$ cat src/sv/dhsv_pkg.sv
// ----------------------------------------------------------------------------
// dhsv_pkg
// Shared widths, constants and config register codes for the distance to
// HSV LED color mapper.
// ----------------------------------------------------------------------------
`default_nettype none

package dhsv_pkg;

  // grid geometry
  localparam int ZONES_PER_ROW = 8;
  localparam int ZONE_COUNT    = 64;
  localparam int COLUMN_BASE   = 2;

  // field widths
  localparam int ZONE_W   = 6;
  localparam int STATUS_W = 8;
  localparam int DIST_W   = 12;
  localparam int COL_W    = 4;
  localparam int ROW_W    = 3;
  localparam int CHAN_W   = 8;

  // config registers
  localparam int SAT_W    = 9;
  localparam int VAL_W    = 9;
  localparam int CUTOFF_W = 11;
  localparam int CFG_W    = 11;
  localparam int CFG_IDX_W = 2;

  localparam logic [CFG_IDX_W-1:0] CFG_SATURATION = 2'd0;
  localparam logic [CFG_IDX_W-1:0] CFG_BRIGHTNESS = 2'd1;
  localparam logic [CFG_IDX_W-1:0] CFG_CUTOFF     = 2'd2;

  localparam logic [SAT_W-1:0]    SAT_RESET    = 9'd256;
  localparam logic [VAL_W-1:0]    VAL_RESET    = 9'd256;
  localparam logic [CUTOFF_W-1:0] CUTOFF_RESET = 11'd1000;

  localparam logic [STATUS_W-1:0] NO_TARGET  = 8'd255;
  localparam logic [CHAN_W-1:0]   GRAY_LEVEL = 8'd150;

  // hue = floor(d*3/20) + 10 ; /20 done as (x>>2) * 52429 >> 18
  localparam int HUE_W      = 9;
  localparam int HUE_RECIP  = 52429;
  localparam int HUE_SHIFT  = 18;
  localparam int HUE_BASE   = 10;

  // sector = hue / 60 via hue * 1093 >> 16
  localparam int SECTOR_DEG   = 60;
  localparam int SECTOR_RECIP = 1093;
  localparam int SECTOR_SHIFT = 16;
  localparam int SECTOR_W     = 3;
  localparam int REM_W        = 6;
  localparam int K_W          = 7;

  // component = V*(15360 - S*k), channel = floor(num*17 / 2^18)
  localparam int FULL_SCALE  = 15360;
  localparam int FACTOR_W    = 14;
  localparam int PROD_W      = 23;
  localparam int CHAN_MUL    = 17;
  localparam int CHAN_SHIFT  = 18;

  typedef struct packed {
    logic factor;   // load the S*k factor stage
    logic product;  // load the V*factor stage
  } chan_en_t;

endpackage

`default_nettype wire

$ cat src/sv/dhsv_if.sv
// ----------------------------------------------------------------------------
// dhsv_if
// Valid/ready channels for ranging targets and LED pixels.
// ----------------------------------------------------------------------------
`default_nettype none

interface dhsv_target_if;
  import dhsv_pkg::*;
  logic                valid;
  logic                ready;
  logic [ZONE_W-1:0]   zone;
  logic [STATUS_W-1:0] status;
  logic [DIST_W-1:0]   distance;

  modport source (output valid, zone, status, distance, input ready);
  modport sink   (input valid, zone, status, distance, output ready);
endinterface

interface dhsv_pixel_if;
  import dhsv_pkg::*;
  logic              valid;
  logic              ready;
  logic [COL_W-1:0]  pixel_column;
  logic [ROW_W-1:0]  pixel_row;
  logic [CHAN_W-1:0] red;
  logic [CHAN_W-1:0] green;
  logic [CHAN_W-1:0] blue;

  modport source (output valid, pixel_column, pixel_row, red, green, blue,
                  input ready);
  modport sink   (input valid, pixel_column, pixel_row, red, green, blue,
                  output ready);
endinterface

`default_nettype wire

$ cat src/sv/dhsv_chan.sv
// ----------------------------------------------------------------------------
// dhsv_chan
// One HSV component: factor 15360 - S*k, product with V, then scale to 0..255.
// Two register stages; the scaled value is combinational off the product.
// ----------------------------------------------------------------------------
`default_nettype none

module dhsv_chan (
  input  wire logic                      clk,
  input  wire dhsv_pkg::chan_en_t        en,
  input  wire logic [dhsv_pkg::K_W-1:0]  k,
  input  wire logic [dhsv_pkg::SAT_W-1:0] sat,
  input  wire logic [dhsv_pkg::VAL_W-1:0] val,
  output logic [dhsv_pkg::CHAN_W-1:0]    chan
);
  import dhsv_pkg::*;

  localparam int SK_W = SAT_W + K_W;
  localparam int SC_W = PROD_W + 5;

  logic [SK_W-1:0]     sk;
  logic                f_pos;
  logic [FACTOR_W-1:0] factor;
  logic [PROD_W-1:0]   prod;
  logic [SC_W-1:0]     scaled;
  logic [SC_W-CHAN_SHIFT-1:0] level;

  assign sk = SK_W'(sat) * SK_W'(k);

  always_ff @(posedge clk) begin
    if (en.factor) begin
      f_pos  <= sk < SK_W'(FULL_SCALE);
      factor <= FACTOR_W'(SK_W'(FULL_SCALE) - sk);
    end
    if (en.product) begin
      // non-positive component clamps to zero
      prod <= f_pos ? PROD_W'(PROD_W'(val) * PROD_W'(factor)) : '0;
    end
  end

  assign scaled = SC_W'(prod) * SC_W'(CHAN_MUL);
  assign level  = scaled[SC_W-1:CHAN_SHIFT];
  assign chan   = (level > (SC_W-CHAN_SHIFT)'(255)) ? '1 : level[CHAN_W-1:0];

endmodule

`default_nettype wire

$ cat src/sv/distance_to_hsv_led_color.sv
// ----------------------------------------------------------------------------
// distance_to_hsv_led_color
// Maps one ranging target to one LED pixel: grid position from the zone,
// color from a distance-driven hue through a six-sector HSV-to-RGB step.
// ----------------------------------------------------------------------------
//
//  channel   dir  handshake      payload
//  target    in   valid/ready    zone, status, distance
//  pixel     out  valid/ready    pixel_column, pixel_row, red, green, blue
//  cfg       in   cfg_we         cfg_index, cfg_data (no read-back)
//
//  Six register stages, one transfer per cycle sustained while pixel.ready
//  stays high; a target passes v1..v5 and the output register to the pixel.
//  Stage depth is set by the multipliers: hue reciprocal, sector reciprocal,
//  S*k, then V*factor, each with a register behind it.
//  Each full stage holds when its successor is full and stalled, so backpressure
//  ripples back to target.ready without losing or repeating an item.
//  rst (synchronous) clears all stage valid bits and loads register defaults;
//  target.ready is low while rst is high.
//
`default_nettype none

module distance_to_hsv_led_color (
  input  wire logic                          clk,
  input  wire logic                          rst,
  dhsv_target_if.sink                        target,
  dhsv_pixel_if.source                       pixel,
  input  wire logic                          cfg_we,
  input  wire logic [dhsv_pkg::CFG_IDX_W-1:0] cfg_index,
  input  wire logic [dhsv_pkg::CFG_W-1:0]    cfg_data
);
  import dhsv_pkg::*;

  localparam int HX_W    = CUTOFF_W + 2;          // d*3
  localparam int HY_W    = HX_W - 2;              // (d*3)>>2
  localparam int HP_W    = HY_W + 16;             // times reciprocal
  localparam int SP_W    = HUE_W + 11;            // hue * sector reciprocal
  localparam int ZEXT_W  = ZONE_W + 1;

  // ---------------- config registers ----------------
  logic [SAT_W-1:0]    saturation;
  logic [VAL_W-1:0]    brightness_value;
  logic [CUTOFF_W-1:0] cutoff_distance;

  always_ff @(posedge clk) begin
    if (rst) begin
      saturation       <= SAT_RESET;
      brightness_value <= VAL_RESET;
      cutoff_distance  <= CUTOFF_RESET;
    end else if (cfg_we) begin
      case (cfg_index)
        CFG_SATURATION: saturation       <= cfg_data[SAT_W-1:0];
        CFG_BRIGHTNESS: brightness_value <= cfg_data[VAL_W-1:0];
        CFG_CUTOFF:     cutoff_distance  <= cfg_data[CUTOFF_W-1:0];
        default: ;  // unmapped index, write dropped
      endcase
    end
  end

  // ---------------- pipeline control ----------------
  // v1..v5 are internal stages; the pixel output register is stage six.
  logic v1, v2, v3, v4, v5, ov;
  logic adv1, adv2, adv3, adv4, adv5, adv_out;

  assign adv_out = !ov || pixel.ready;
  assign adv5    = !v5 || adv_out;
  assign adv4    = !v4 || adv5;
  assign adv3    = !v3 || adv4;
  assign adv2    = !v2 || adv3;
  assign adv1    = !v1 || adv2;

  assign target.ready = adv1 && !rst;

  always_ff @(posedge clk) begin
    if (rst) begin
      v1 <= 1'b0;
      v2 <= 1'b0;
      v3 <= 1'b0;
      v4 <= 1'b0;
      v5 <= 1'b0;
      ov <= 1'b0;
    end else begin
      if (adv1)    v1 <= target.valid;
      if (adv2)    v2 <= v1;
      if (adv3)    v3 <= v2;
      if (adv4)    v4 <= v3;
      if (adv5)    v5 <= v4;
      if (adv_out) ov <= v5;
    end
  end

  // ---------------- stage 1: position, gray flag, cutoff ----------------
  logic [ZEXT_W-1:0]   zone_w;
  logic [COL_W-1:0]    col1, col2, col3, col4, col5;
  logic [ROW_W-1:0]    row1, row2, row3, row4, row5;
  logic                gray1, gray2, gray3, gray4, gray5;
  logic [CUTOFF_W-1:0] d1;

  assign zone_w = ZEXT_W'(target.zone) % ZEXT_W'(ZONE_COUNT);

  always_ff @(posedge clk) begin
    if (adv1) begin
      col1  <= COL_W'(zone_w / ZEXT_W'(ZONES_PER_ROW) + ZEXT_W'(COLUMN_BASE));
      row1  <= ROW_W'(zone_w % ZEXT_W'(ZONES_PER_ROW));
      gray1 <= target.status == NO_TARGET;
      // far targets read as distance zero
      d1    <= (target.distance > DIST_W'(cutoff_distance))
               ? '0 : target.distance[CUTOFF_W-1:0];
    end
  end

  // ---------------- stage 2: hue ----------------
  logic [HX_W-1:0]  hx;
  logic [HP_W-1:0]  hp;
  logic [HUE_W-1:0] hue2;

  assign hx = HX_W'(d1) * HX_W'(3);
  assign hp = HP_W'(hx[HX_W-1:2]) * HP_W'(HUE_RECIP);

  always_ff @(posedge clk) begin
    if (adv2) begin
      hue2  <= HUE_W'(hp[HP_W-1:HUE_SHIFT]) + HUE_W'(HUE_BASE);
      col2  <= col1;
      row2  <= row1;
      gray2 <= gray1;
    end
  end

  // ---------------- stage 3: sector and remainder ----------------
  logic [SP_W-1:0]     sp;
  logic [SECTOR_W-1:0] sec_c, sec3, sec4, sec5;
  logic [HUE_W-1:0]    sec_deg;
  logic [REM_W-1:0]    rem3;

  assign sp      = SP_W'(hue2) * SP_W'(SECTOR_RECIP);
  assign sec_c   = SECTOR_W'(sp[SP_W-1:SECTOR_SHIFT]);
  assign sec_deg = HUE_W'(sec_c) * HUE_W'(SECTOR_DEG);

  always_ff @(posedge clk) begin
    if (adv3) begin
      sec3  <= sec_c;
      rem3  <= REM_W'(hue2 - sec_deg);
      col3  <= col2;
      row3  <= row2;
      gray3 <= gray2;
    end
  end

  // ---------------- stages 4/5: component datapaths ----------------
  chan_en_t         chan_en;
  logic [K_W-1:0]   k_q, k_t;
  logic [CHAN_W-1:0] ch_full, ch_p, ch_q, ch_t;

  assign chan_en.factor  = adv4;
  assign chan_en.product = adv5;
  assign k_q = K_W'(rem3);
  assign k_t = K_W'(SECTOR_DEG) - K_W'(rem3);

  dhsv_chan u_full (.clk, .en(chan_en), .k(K_W'(0)), .sat(saturation),
                    .val(brightness_value), .chan(ch_full));
  dhsv_chan u_p    (.clk, .en(chan_en), .k(K_W'(SECTOR_DEG)), .sat(saturation),
                    .val(brightness_value), .chan(ch_p));
  dhsv_chan u_q    (.clk, .en(chan_en), .k(k_q), .sat(saturation),
                    .val(brightness_value), .chan(ch_q));
  dhsv_chan u_t    (.clk, .en(chan_en), .k(k_t), .sat(saturation),
                    .val(brightness_value), .chan(ch_t));

  always_ff @(posedge clk) begin
    if (adv4) begin
      sec4  <= sec3;
      col4  <= col3;
      row4  <= row3;
      gray4 <= gray3;
    end
    if (adv5) begin
      sec5  <= sec4;
      col5  <= col4;
      row5  <= row4;
      gray5 <= gray4;
    end
  end

  // ---------------- stage 6: sector select, output register ----------------
  logic [CHAN_W-1:0] r_c, g_c, b_c;

  always_comb begin
    case (sec5)
      3'd0:    begin r_c = ch_full; g_c = ch_t;    b_c = ch_p;    end
      3'd1:    begin r_c = ch_q;    g_c = ch_full; b_c = ch_p;    end
      3'd2:    begin r_c = ch_p;    g_c = ch_full; b_c = ch_t;    end
      3'd3:    begin r_c = ch_p;    g_c = ch_q;    b_c = ch_full; end
      3'd4:    begin r_c = ch_t;    g_c = ch_p;    b_c = ch_full; end
      3'd5:    begin r_c = ch_full; g_c = ch_p;    b_c = ch_q;    end
      default: begin r_c = '0;      g_c = '0;      b_c = '0;      end  // hue >= 360
    endcase
  end

  always_ff @(posedge clk) begin
    if (adv_out) begin
      pixel.pixel_column <= col5;
      pixel.pixel_row    <= row5;
      pixel.red          <= gray5 ? GRAY_LEVEL : r_c;
      pixel.green        <= gray5 ? GRAY_LEVEL : g_c;
      pixel.blue         <= gray5 ? GRAY_LEVEL : b_c;
    end
  end

  assign pixel.valid = ov;

endmodule

`default_nettype wire

$ cat src/flat_wrapper.sv
// flat-port wrapper written by rule: the top's interface ports become plain ports
module distance_to_hsv_led_color_flat import dhsv_pkg::*;
  (clk, rst, cfg_we, cfg_index, cfg_data, target_valid, target_zone, target_status, target_distance, target_ready, pixel_valid, pixel_pixel_column, pixel_pixel_row, pixel_red, pixel_green, pixel_blue, pixel_ready);
  dhsv_target_if target_i ();
  dhsv_pixel_if pixel_i ();
  input  wire logic clk;
  input  wire logic rst;
  input  wire logic cfg_we;
  input  wire logic [dhsv_pkg::CFG_IDX_W-1:0] cfg_index;
  input  wire logic [dhsv_pkg::CFG_W-1:0] cfg_data;
  input wire logic [$bits(target_i.valid)-1:0] target_valid;
  input wire logic [$bits(target_i.zone)-1:0] target_zone;
  input wire logic [$bits(target_i.status)-1:0] target_status;
  input wire logic [$bits(target_i.distance)-1:0] target_distance;
  output wire logic [$bits(target_i.ready)-1:0] target_ready;
  output wire logic [$bits(pixel_i.valid)-1:0] pixel_valid;
  output wire logic [$bits(pixel_i.pixel_column)-1:0] pixel_pixel_column;
  output wire logic [$bits(pixel_i.pixel_row)-1:0] pixel_pixel_row;
  output wire logic [$bits(pixel_i.red)-1:0] pixel_red;
  output wire logic [$bits(pixel_i.green)-1:0] pixel_green;
  output wire logic [$bits(pixel_i.blue)-1:0] pixel_blue;
  input wire logic [$bits(pixel_i.ready)-1:0] pixel_ready;
  assign target_i.valid = target_valid;
  assign target_i.zone = target_zone;
  assign target_i.status = target_status;
  assign target_i.distance = target_distance;
  assign target_ready = target_i.ready;
  assign pixel_valid = pixel_i.valid;
  assign pixel_pixel_column = pixel_i.pixel_column;
  assign pixel_pixel_row = pixel_i.pixel_row;
  assign pixel_red = pixel_i.red;
  assign pixel_green = pixel_i.green;
  assign pixel_blue = pixel_i.blue;
  assign pixel_i.ready = pixel_ready;
  distance_to_hsv_led_color u_core (.clk(clk), .rst(rst), .target(target_i), .pixel(pixel_i), .cfg_we(cfg_we), .cfg_index(cfg_index), .cfg_data(cfg_data));
endmodule
$ cat config.mk
export PLATFORM = sky130hd
export DESIGN_NAME = distance_to_hsv_led_color_flat
export DESIGN_NICKNAME = d
export VERILOG_FILES = /design/src/sv/dhsv_pkg.sv /design/src/sv/dhsv_if.sv /design/src/sv/dhsv_chan.sv /design/src/sv/distance_to_hsv_led_color.sv /design/src/flat_wrapper.sv
export SDC_FILE = /design/constraint.sdc
export NUM_CORES = 2
export LEC_CHECK = 0
export ABC_AREA = 1
export BUFFER_PORTS_ARGS = -buffer_cell sky130_fd_sc_hd__buf_2
export CAP_MARGIN = 20
export CORE_MARGIN = 3
export CORE_UTILIZATION = 40
export DETAILED_ROUTE_END_ITERATION = 6
export PLACE_DENSITY = 0.54
export SLEW_MARGIN = 0
export SYNTH_ARGS = -nofsm -noshare
export SYNTH_HDL_FRONTEND = slang
export SYNTH_HIERARCHICAL = 1
export SYNTH_SLANG_ARGS = --single-unit
export TNS_END_PERCENT = 10
$ cat constraint.sdc
create_clock -name clk -period 6.77 [get_ports clk]
set_input_delay 0 -clock clk [delete_from_list [all_inputs] [get_ports clk]]
set_output_delay 0 -clock clk [all_outputs]
set_load 0.01 [all_outputs]
### After elaboration in Yosys (flattened, before gate mapping)

Cells that the tools add are included.
Widths: inputs -> output; s select.

* input bits: 44
* flip-flop bits (word level): 268
* memory bits (writable): 0
* memory bits (read-only): 0
* latch bits: 0
* output and inout bits: 33
* memories: 0

* reductions and logical operators: 25
* bitwise gates (word level): 0
* shift-type cells: 0
* div/mod/pow operators: 0
* add/subtract/negate cells: 7
* mux-type cells: 7
* $mul: 15
* $lt $le $gt $ge: 8
* equality and inequality tests: 8

Operators by type and width (number)
* $pmux 8 s4: 3
* $mul 23x5->28 const B: 3
* $mul 9x14->23: 3
* $sub 14x14->14 const A: 3
* $gt 10x8->1 const B: 4
* $mux 8: 4
* $lt 15x14->1 const B: 2
* $mul 11x16->27 const B: 1
* $mul 9x4->13 const B: 2
* $mul 9x11->19 const B: 1
* $mul 13x5->18 const B: 1
* $lt 16x14->1 const B: 1
* $mul 9x7->16: 1
* $mul 9x6->15: 1
* $mul 11x2->13 const B: 1
* $gt 12x11->1: 1
* $reduce_or 2->1: 6
* $add 9x4->9 const B: 1
* $eq 8x8->1 const B: 1
* $logic_not 1->1: 7
* $sub 6x6->7 const A: 1
* $eq 3x2->1 const B: 2
* $eq 3x3->1 const B: 2
* $logic_or 1x1->1: 6
* 10 further kinds: 12

### Longest topological paths before layout

* word-level depth: 8
* gate-level depth with buffers: 41

### Cells and area by module

Netlist, hierarchy kept.

By module, submodules not included
* distance_to_hsv_led_color: sequential area each 3883.7 µm², area an instance 10047.1 µm², times used 1, cells each 1065
* dhsv_chan (u_core.u_full): sequential area each 1141.1 µm², area an instance 9288.9 µm², times used 1, cells each 1295
* dhsv_chan (u_core.u_t): sequential area each 1141.1 µm², area an instance 9286.4 µm², times used 1, cells each 1283
* dhsv_chan (u_core.u_q): sequential area each 1141.1 µm², area an instance 9193.8 µm², times used 1, cells each 1277
* dhsv_chan (u_core.u_p): sequential area each 1141.1 µm², area an instance 9131.3 µm², times used 1, cells each 1261

### Least setup slack after synthesis

Ideal clock, no wire load.

* kind: reg2reg
* start point: register u_core.ov, in the netlist u_core/pixel.valid
* end point: register u_core.col1[0] (enable)
* arrival time: 5.888 ns
* path buffers: 0
* cell stages (with the launch flop): 12
* path slack: 0.505 ns
* period minus slack after synthesis: 6.265 ns
* path through: dfxtp_1 -> inv_1 -> nor2_1 -> inv_1 -> nor2_1 -> inv_1 -> nor2_1 -> inv_1 -> nor2_1 -> inv_1 -> nor2_1 -> nand2_1

* word-level cells in the longest chain between the ends: 7

RTL lines
* start: declaration: line distance_to_hsv_led_color.sv:62 `logic v1, v2, v3, v4, v5, ov;`
* start signal: assignment: line distance_to_hsv_led_color.sv:88 `if (adv_out) ov <= v5;`
* $logic_not 1->1: line distance_to_hsv_led_color.sv:65 `assign adv_out = !ov || pixel.ready;`
* $logic_or 1x1->1: line distance_to_hsv_led_color.sv:65
* named net u_core.adv_out: line distance_to_hsv_led_color.sv:63 `logic adv1, adv2, adv3, adv4, adv5, adv_out;`
* $logic_or 1x1->1: line distance_to_hsv_led_color.sv:66 `assign adv5 = !v5 || adv_out;`
* named net u_core.adv5: line distance_to_hsv_led_color.sv:63
* $logic_or 1x1->1: line distance_to_hsv_led_color.sv:67 `assign adv4 = !v4 || adv5;`
* named net u_core.adv4: line distance_to_hsv_led_color.sv:63
* $logic_or 1x1->1: line distance_to_hsv_led_color.sv:68 `assign adv3 = !v3 || adv4;`
* named net u_core.adv3: line distance_to_hsv_led_color.sv:63
* $logic_or 1x1->1: line distance_to_hsv_led_color.sv:69 `assign adv2 = !v2 || adv3;`
* $logic_or 1x1->1: line distance_to_hsv_led_color.sv:70 `assign adv1 = !v1 || adv2;`
* end signal: assignment: line distance_to_hsv_led_color.sv:103 `col1 <= COL_W'(zone_w / ZEXT_W'(ZONES_PER_ROW) + ZEXT_W'(COLUMN_BASE));`
* end: declaration: line distance_to_hsv_led_color.sv:94 `logic [COL_W-1:0] col1, col2, col3, col4, col5;`

The timed path passes the listed nets, and every way through them passes these cells.
A chain may end at the register's enable or synchronous reset.

### Worst setup path after layout

* start point: register u_core.d1[2]
* end point: register u_core.hue2[7], data pin

* word-level cells in the longest chain between the ends: 3

RTL lines
* start: declaration: line distance_to_hsv_led_color.sv:97 `logic [CUTOFF_W-1:0] d1;`
* start signal: assignment: line distance_to_hsv_led_color.sv:107 `d1 <= (target.distance > DIST_W'(cutoff_distance))`
* $mul 11x2->13: line distance_to_hsv_led_color.sv:117 `assign hx = HX_W'(d1) * HX_W'(3);`
* $mul 11x16->27: line distance_to_hsv_led_color.sv:118 `assign hp = HP_W'(hx[HX_W-1:2]) * HP_W'(HUE_RECIP);`
* $add 9x4->9: line distance_to_hsv_led_color.sv:122 `hue2 <= HUE_W'(hp[HP_W-1:HUE_SHIFT]) + HUE_W'(HUE_BASE);`
* end signal: assignment: line distance_to_hsv_led_color.sv:122
* end: declaration: line distance_to_hsv_led_color.sv:115 `logic [HUE_W-1:0] hue2;`

Every way passes these cells.

==> run_results.csv <==
group,metric,value,unit
layout,seqCellArea,8460,um2
worst_setup_path,startpoint_type,"flip-flop",
pwr,p_int,8.78,mW
clocking,worst_skew_pair.late_latency,0.61,ns
die,die_h,349,um
die,die_area,122000,um2
detailed_routing,wl_met2,52200,um
global_routing,grt_pass1_wl,192000,um
global_routing,grt_antenna_before_repair,2,
pwr,leakage,30.1,nW
timing,finalCritPeriodShare,93.0,%
clocking,cts_made_buffers,42,
detailed_routing,routedWlPerCell,14.5,um
placed_design,dp.cells,7700,
worst_setup_path,arrival,6.65,ns
timing,rsz0062_at_grt,"true",
worst_setup_path,cp.required,7.13,ns
layout,area_growth,9.02,%
detailed_routing,ant_nets,0,
clocking,h-tree-depth,2,
pwr,p_sw_share,52.3,%
timing,worst_clock_skew,0.0404,ns
timing,drv_slew,0,
die,pin_count,77,
detailed_routing,routed-via-count,37600,
detailed_routing,dr.max_layer_used,"met4",
die,start_util,40.3,%
layout,fillers,11900,
logic_synthesis,async_flop_share,0,%
pwr,power.switching,9.61,mW
pwr,ir_worst_vdd,0.231,mV
worst_setup_path,worst_path_most_repeated_cell,"nand2_2",
timing,setup_violations,0,
clocking,clkSinkCount,293,
pwr,pwr_density_cell,359,nW/um2
worst_hold_path,hp-class,"input pin to flip-flop",
detailed_routing,dr.pass1.iters,6,
placed_design,place_hpwl,92400,um
pwr,p_comb_share,67.1,%
timing,slew_headroom,32.3,%
global_routing,grt_max_degree,73,
placed_design,portBuffers,76,
logic_synthesis,synth_top_area_share,22.3,%
worst_setup_path,endpoint_kind,"flip-flop",
logic_synthesis,synth_edf_count,258,
layout,final_cells,7826,
die,fp-row-count,125,
timing,tightest_slew,1.02,ns
die,die_w,349,um
logic_synthesis,synth_cells,6181,
pwr,seqPwrFrac,20.1,%
detailed_routing,wl,113000,um
layout,diodes,0,
logic_synthesis,yosysTopAreaCell,"fa_1",
logic_synthesis,syn_area,46900,um2
worst_setup_path,path_max_fanout,5,
worst_setup_path,crit_path_max_incr_delay,0.54,ns
layout,multi_input_area,32400,um2
logic_synthesis,ys_top_cells_by_count,"1639 x nand2_1, 1504 x inv_1, 586 x ha_1, 523 x fa_1, 390 x nor2_1",
logic_synthesis,ys_warn_count,6,
timing,finalCriticalPeriod,6.29,ns
clocking,cts_tree,"built",
layout,drive_gt1_share,5.60,%
job,drv_cap,0,
pwr,p_clk_share,12.8,%
logic_synthesis,synth-seq-cells,293,
layout,nets,7422,
detailed_routing,drcViolationCount,0,
global_routing,grt-ovfl-total,0,
detailed_routing,viasPerCell,4.81,
worst_setup_path,critPathSlowestCell,"fa_1",
global_routing,grt_pass1_vias,38400,
layout,utilization,44.0,%
logic_synthesis,synth_ff_type,"edfxtp_1",
die,core,116000,um2
worst_setup_path,criticalPathCategory,"flip-flop to flip-flop",
detailed_routing,drt_iter0_markers,1919,
timing,hold_viol_final,0,
placed_design,gp_congestion,0.879,
logic_synthesis,seq_area_frac_synth,18.0,%
detailed_routing,routed-wl-met3,3860,um
logic_synthesis,yosysMostFrequentCell,"nand2_1",
global_routing,grt.total_usage,19.0,%
timing,fmax,159,MHz
logic_synthesis,avgSynthCellArea,7.60,um2
detailed_routing,wl_met1,54900,um
timing,setup_tns,0,ns
status,status,"finished clean",
clocking,clk_pin_slew,0.06,ns
logic_synthesis,ys_types,63,
logic_synthesis,synth_area_leaders,"fa_1 22%, edfxtp_1 17%, ha_1 16%, nand2_1 13%, inv_1 12%",
clocking,cts_buffer_depth,3,
clocking,clockRootBuffer,"clkbuf_16",
## path summary, 6_finish.rpt
check	slack (ns)	depth (start not counted)	endpoint	startpoint
worst max-delay path	0.48	35	u_core/hue2[7]	u_core/d1[2]
worst min-delay path	0.12	2	u_core/col1[0]	target_zone[3]
worst max register to register	0.48	35	u_core/hue2[7]	u_core/d1[2]
worst min register to register	0.41	0	u_core/col3[0]	u_core/col2[0]
## power by group through the flow
stage / combinational (mW) / clock [mW] / sequential, mW
2_1_floorplan: 9.61 / 0 / 3.08
3_3_place_gp: 12.1 / 0 / 3.74
3_5_place_dp: 12.1 / 0 / 3.74
4_1_cts: 12.3 / 2.43 / 3.71
5_1_grt: 14.3 / 2.50 / 3.79
6_report: 12.3 / 2.34 / 3.70
## repair_timing
item / CTS / global route
setup buffers: 0 / 2
hold buffers: 45 / 0
endpoints found under the hold margin: 54 / 0
setup endpoints to repair: 0 / 4
resized for setup: 0 / 18
## final cells by class
cell class / count / area share (%)
clock buffer: 50 / 2.23
multi-input combinational: 4250 / 63.3
tap: 1524 / 3.73
timing repair buffer: 165 / 2.37
sequential: 293 / 16.5
clock inverter: 27 / 0.672
inverter: 1517 / 11.1
## cell usage in the layout, fill, tap and decap left out, types with 40 or more instances in the layout
master and count:
o21ai_0 127, nand2_1 1638, nor3_1 55, xor2_1 44, o22ai_1 40, fa_1 523, nand4_1 50, edfxtp_1 258
clkbuf_16 44, buf_4 40, nor2_1 387, a21oi_1 275, nand2_2 44, inv_1 1502, dlygate4sd3_1 45, buf_2 76
nand3_1 179, xnor2_1 41, ha_1 582
## registers in the layout, summed over array words and instances, names as in the netlist, 6 cells and up
register	flops
u_core/brightness_value	9
u_core/cutoff_distance	11
u_core/d1	11
u_core/hue2	9
u_core/pixel.blue	8
u_core/pixel.green	8
u_core/pixel.red	8
u_core/rem3	6
u_core/saturation	9
u_core/u_full/factor	14
u_core/u_full/prod	23
u_core/u_p/factor	14
u_core/u_p/prod	23
u_core/u_q/factor	14
u_core/u_q/prod	23
u_core/u_t/factor	14
u_core/u_t/prod	23
## critical path, delay by kind of cell, from the launching register on
kind	cells	cell delay, ns
buf+inv	4	0.23
fa+ha+maj	8	3.09
simple gates	17	1.33
flops	1	0.46
compound gates	6	0.93
## stage by stage
| step | worst slack, ns | power [mW] | cell area (um2) | hold slack (ns) |
|---|---|---|---|---|
| after global routing | -0.0511 | 20.6 | 51200 | 0.104 |
| after detailed placement | 0.216 | 15.9 | 49100 | 0.186 |
| after CTS | 0.192 | 18.4 | 51000 | 0.0570 |
| after global placement | 0.356 | 15.8 | 49100 | 0.183 |
| final | 0.477 | 18.4 | 51200 | 0.120 |
| after floorplan | 0.505 | 12.7 | 47000 | 0.0691 |
## kinds of logic after synthesis
| group | after synthesis | synth area share, % |
|---|---|---|
| buffers and inverters | 1651 | 13.2 |
| AO/OA/AOI/OAI | 571 | 6.88 |
| other | 2 | 0.0160 |
| adder cells (fa/ha/maj) | 1109 | 37.9 |
| flip-flops | 293 | 18.0 |
| XOR/XNOR | 96 | 1.99 |
| AND/OR/NAND/NOR | 2459 | 22.0 |
## layer usage
metal  GRT usage (%)  vias to the layer above
met4            4.33                        0
met5               0                        -
met3            1.68                      123
met1            26.6                    17800
met2            32.0                      603
li1                -                    19100
(Power assumes the default switching activity.)
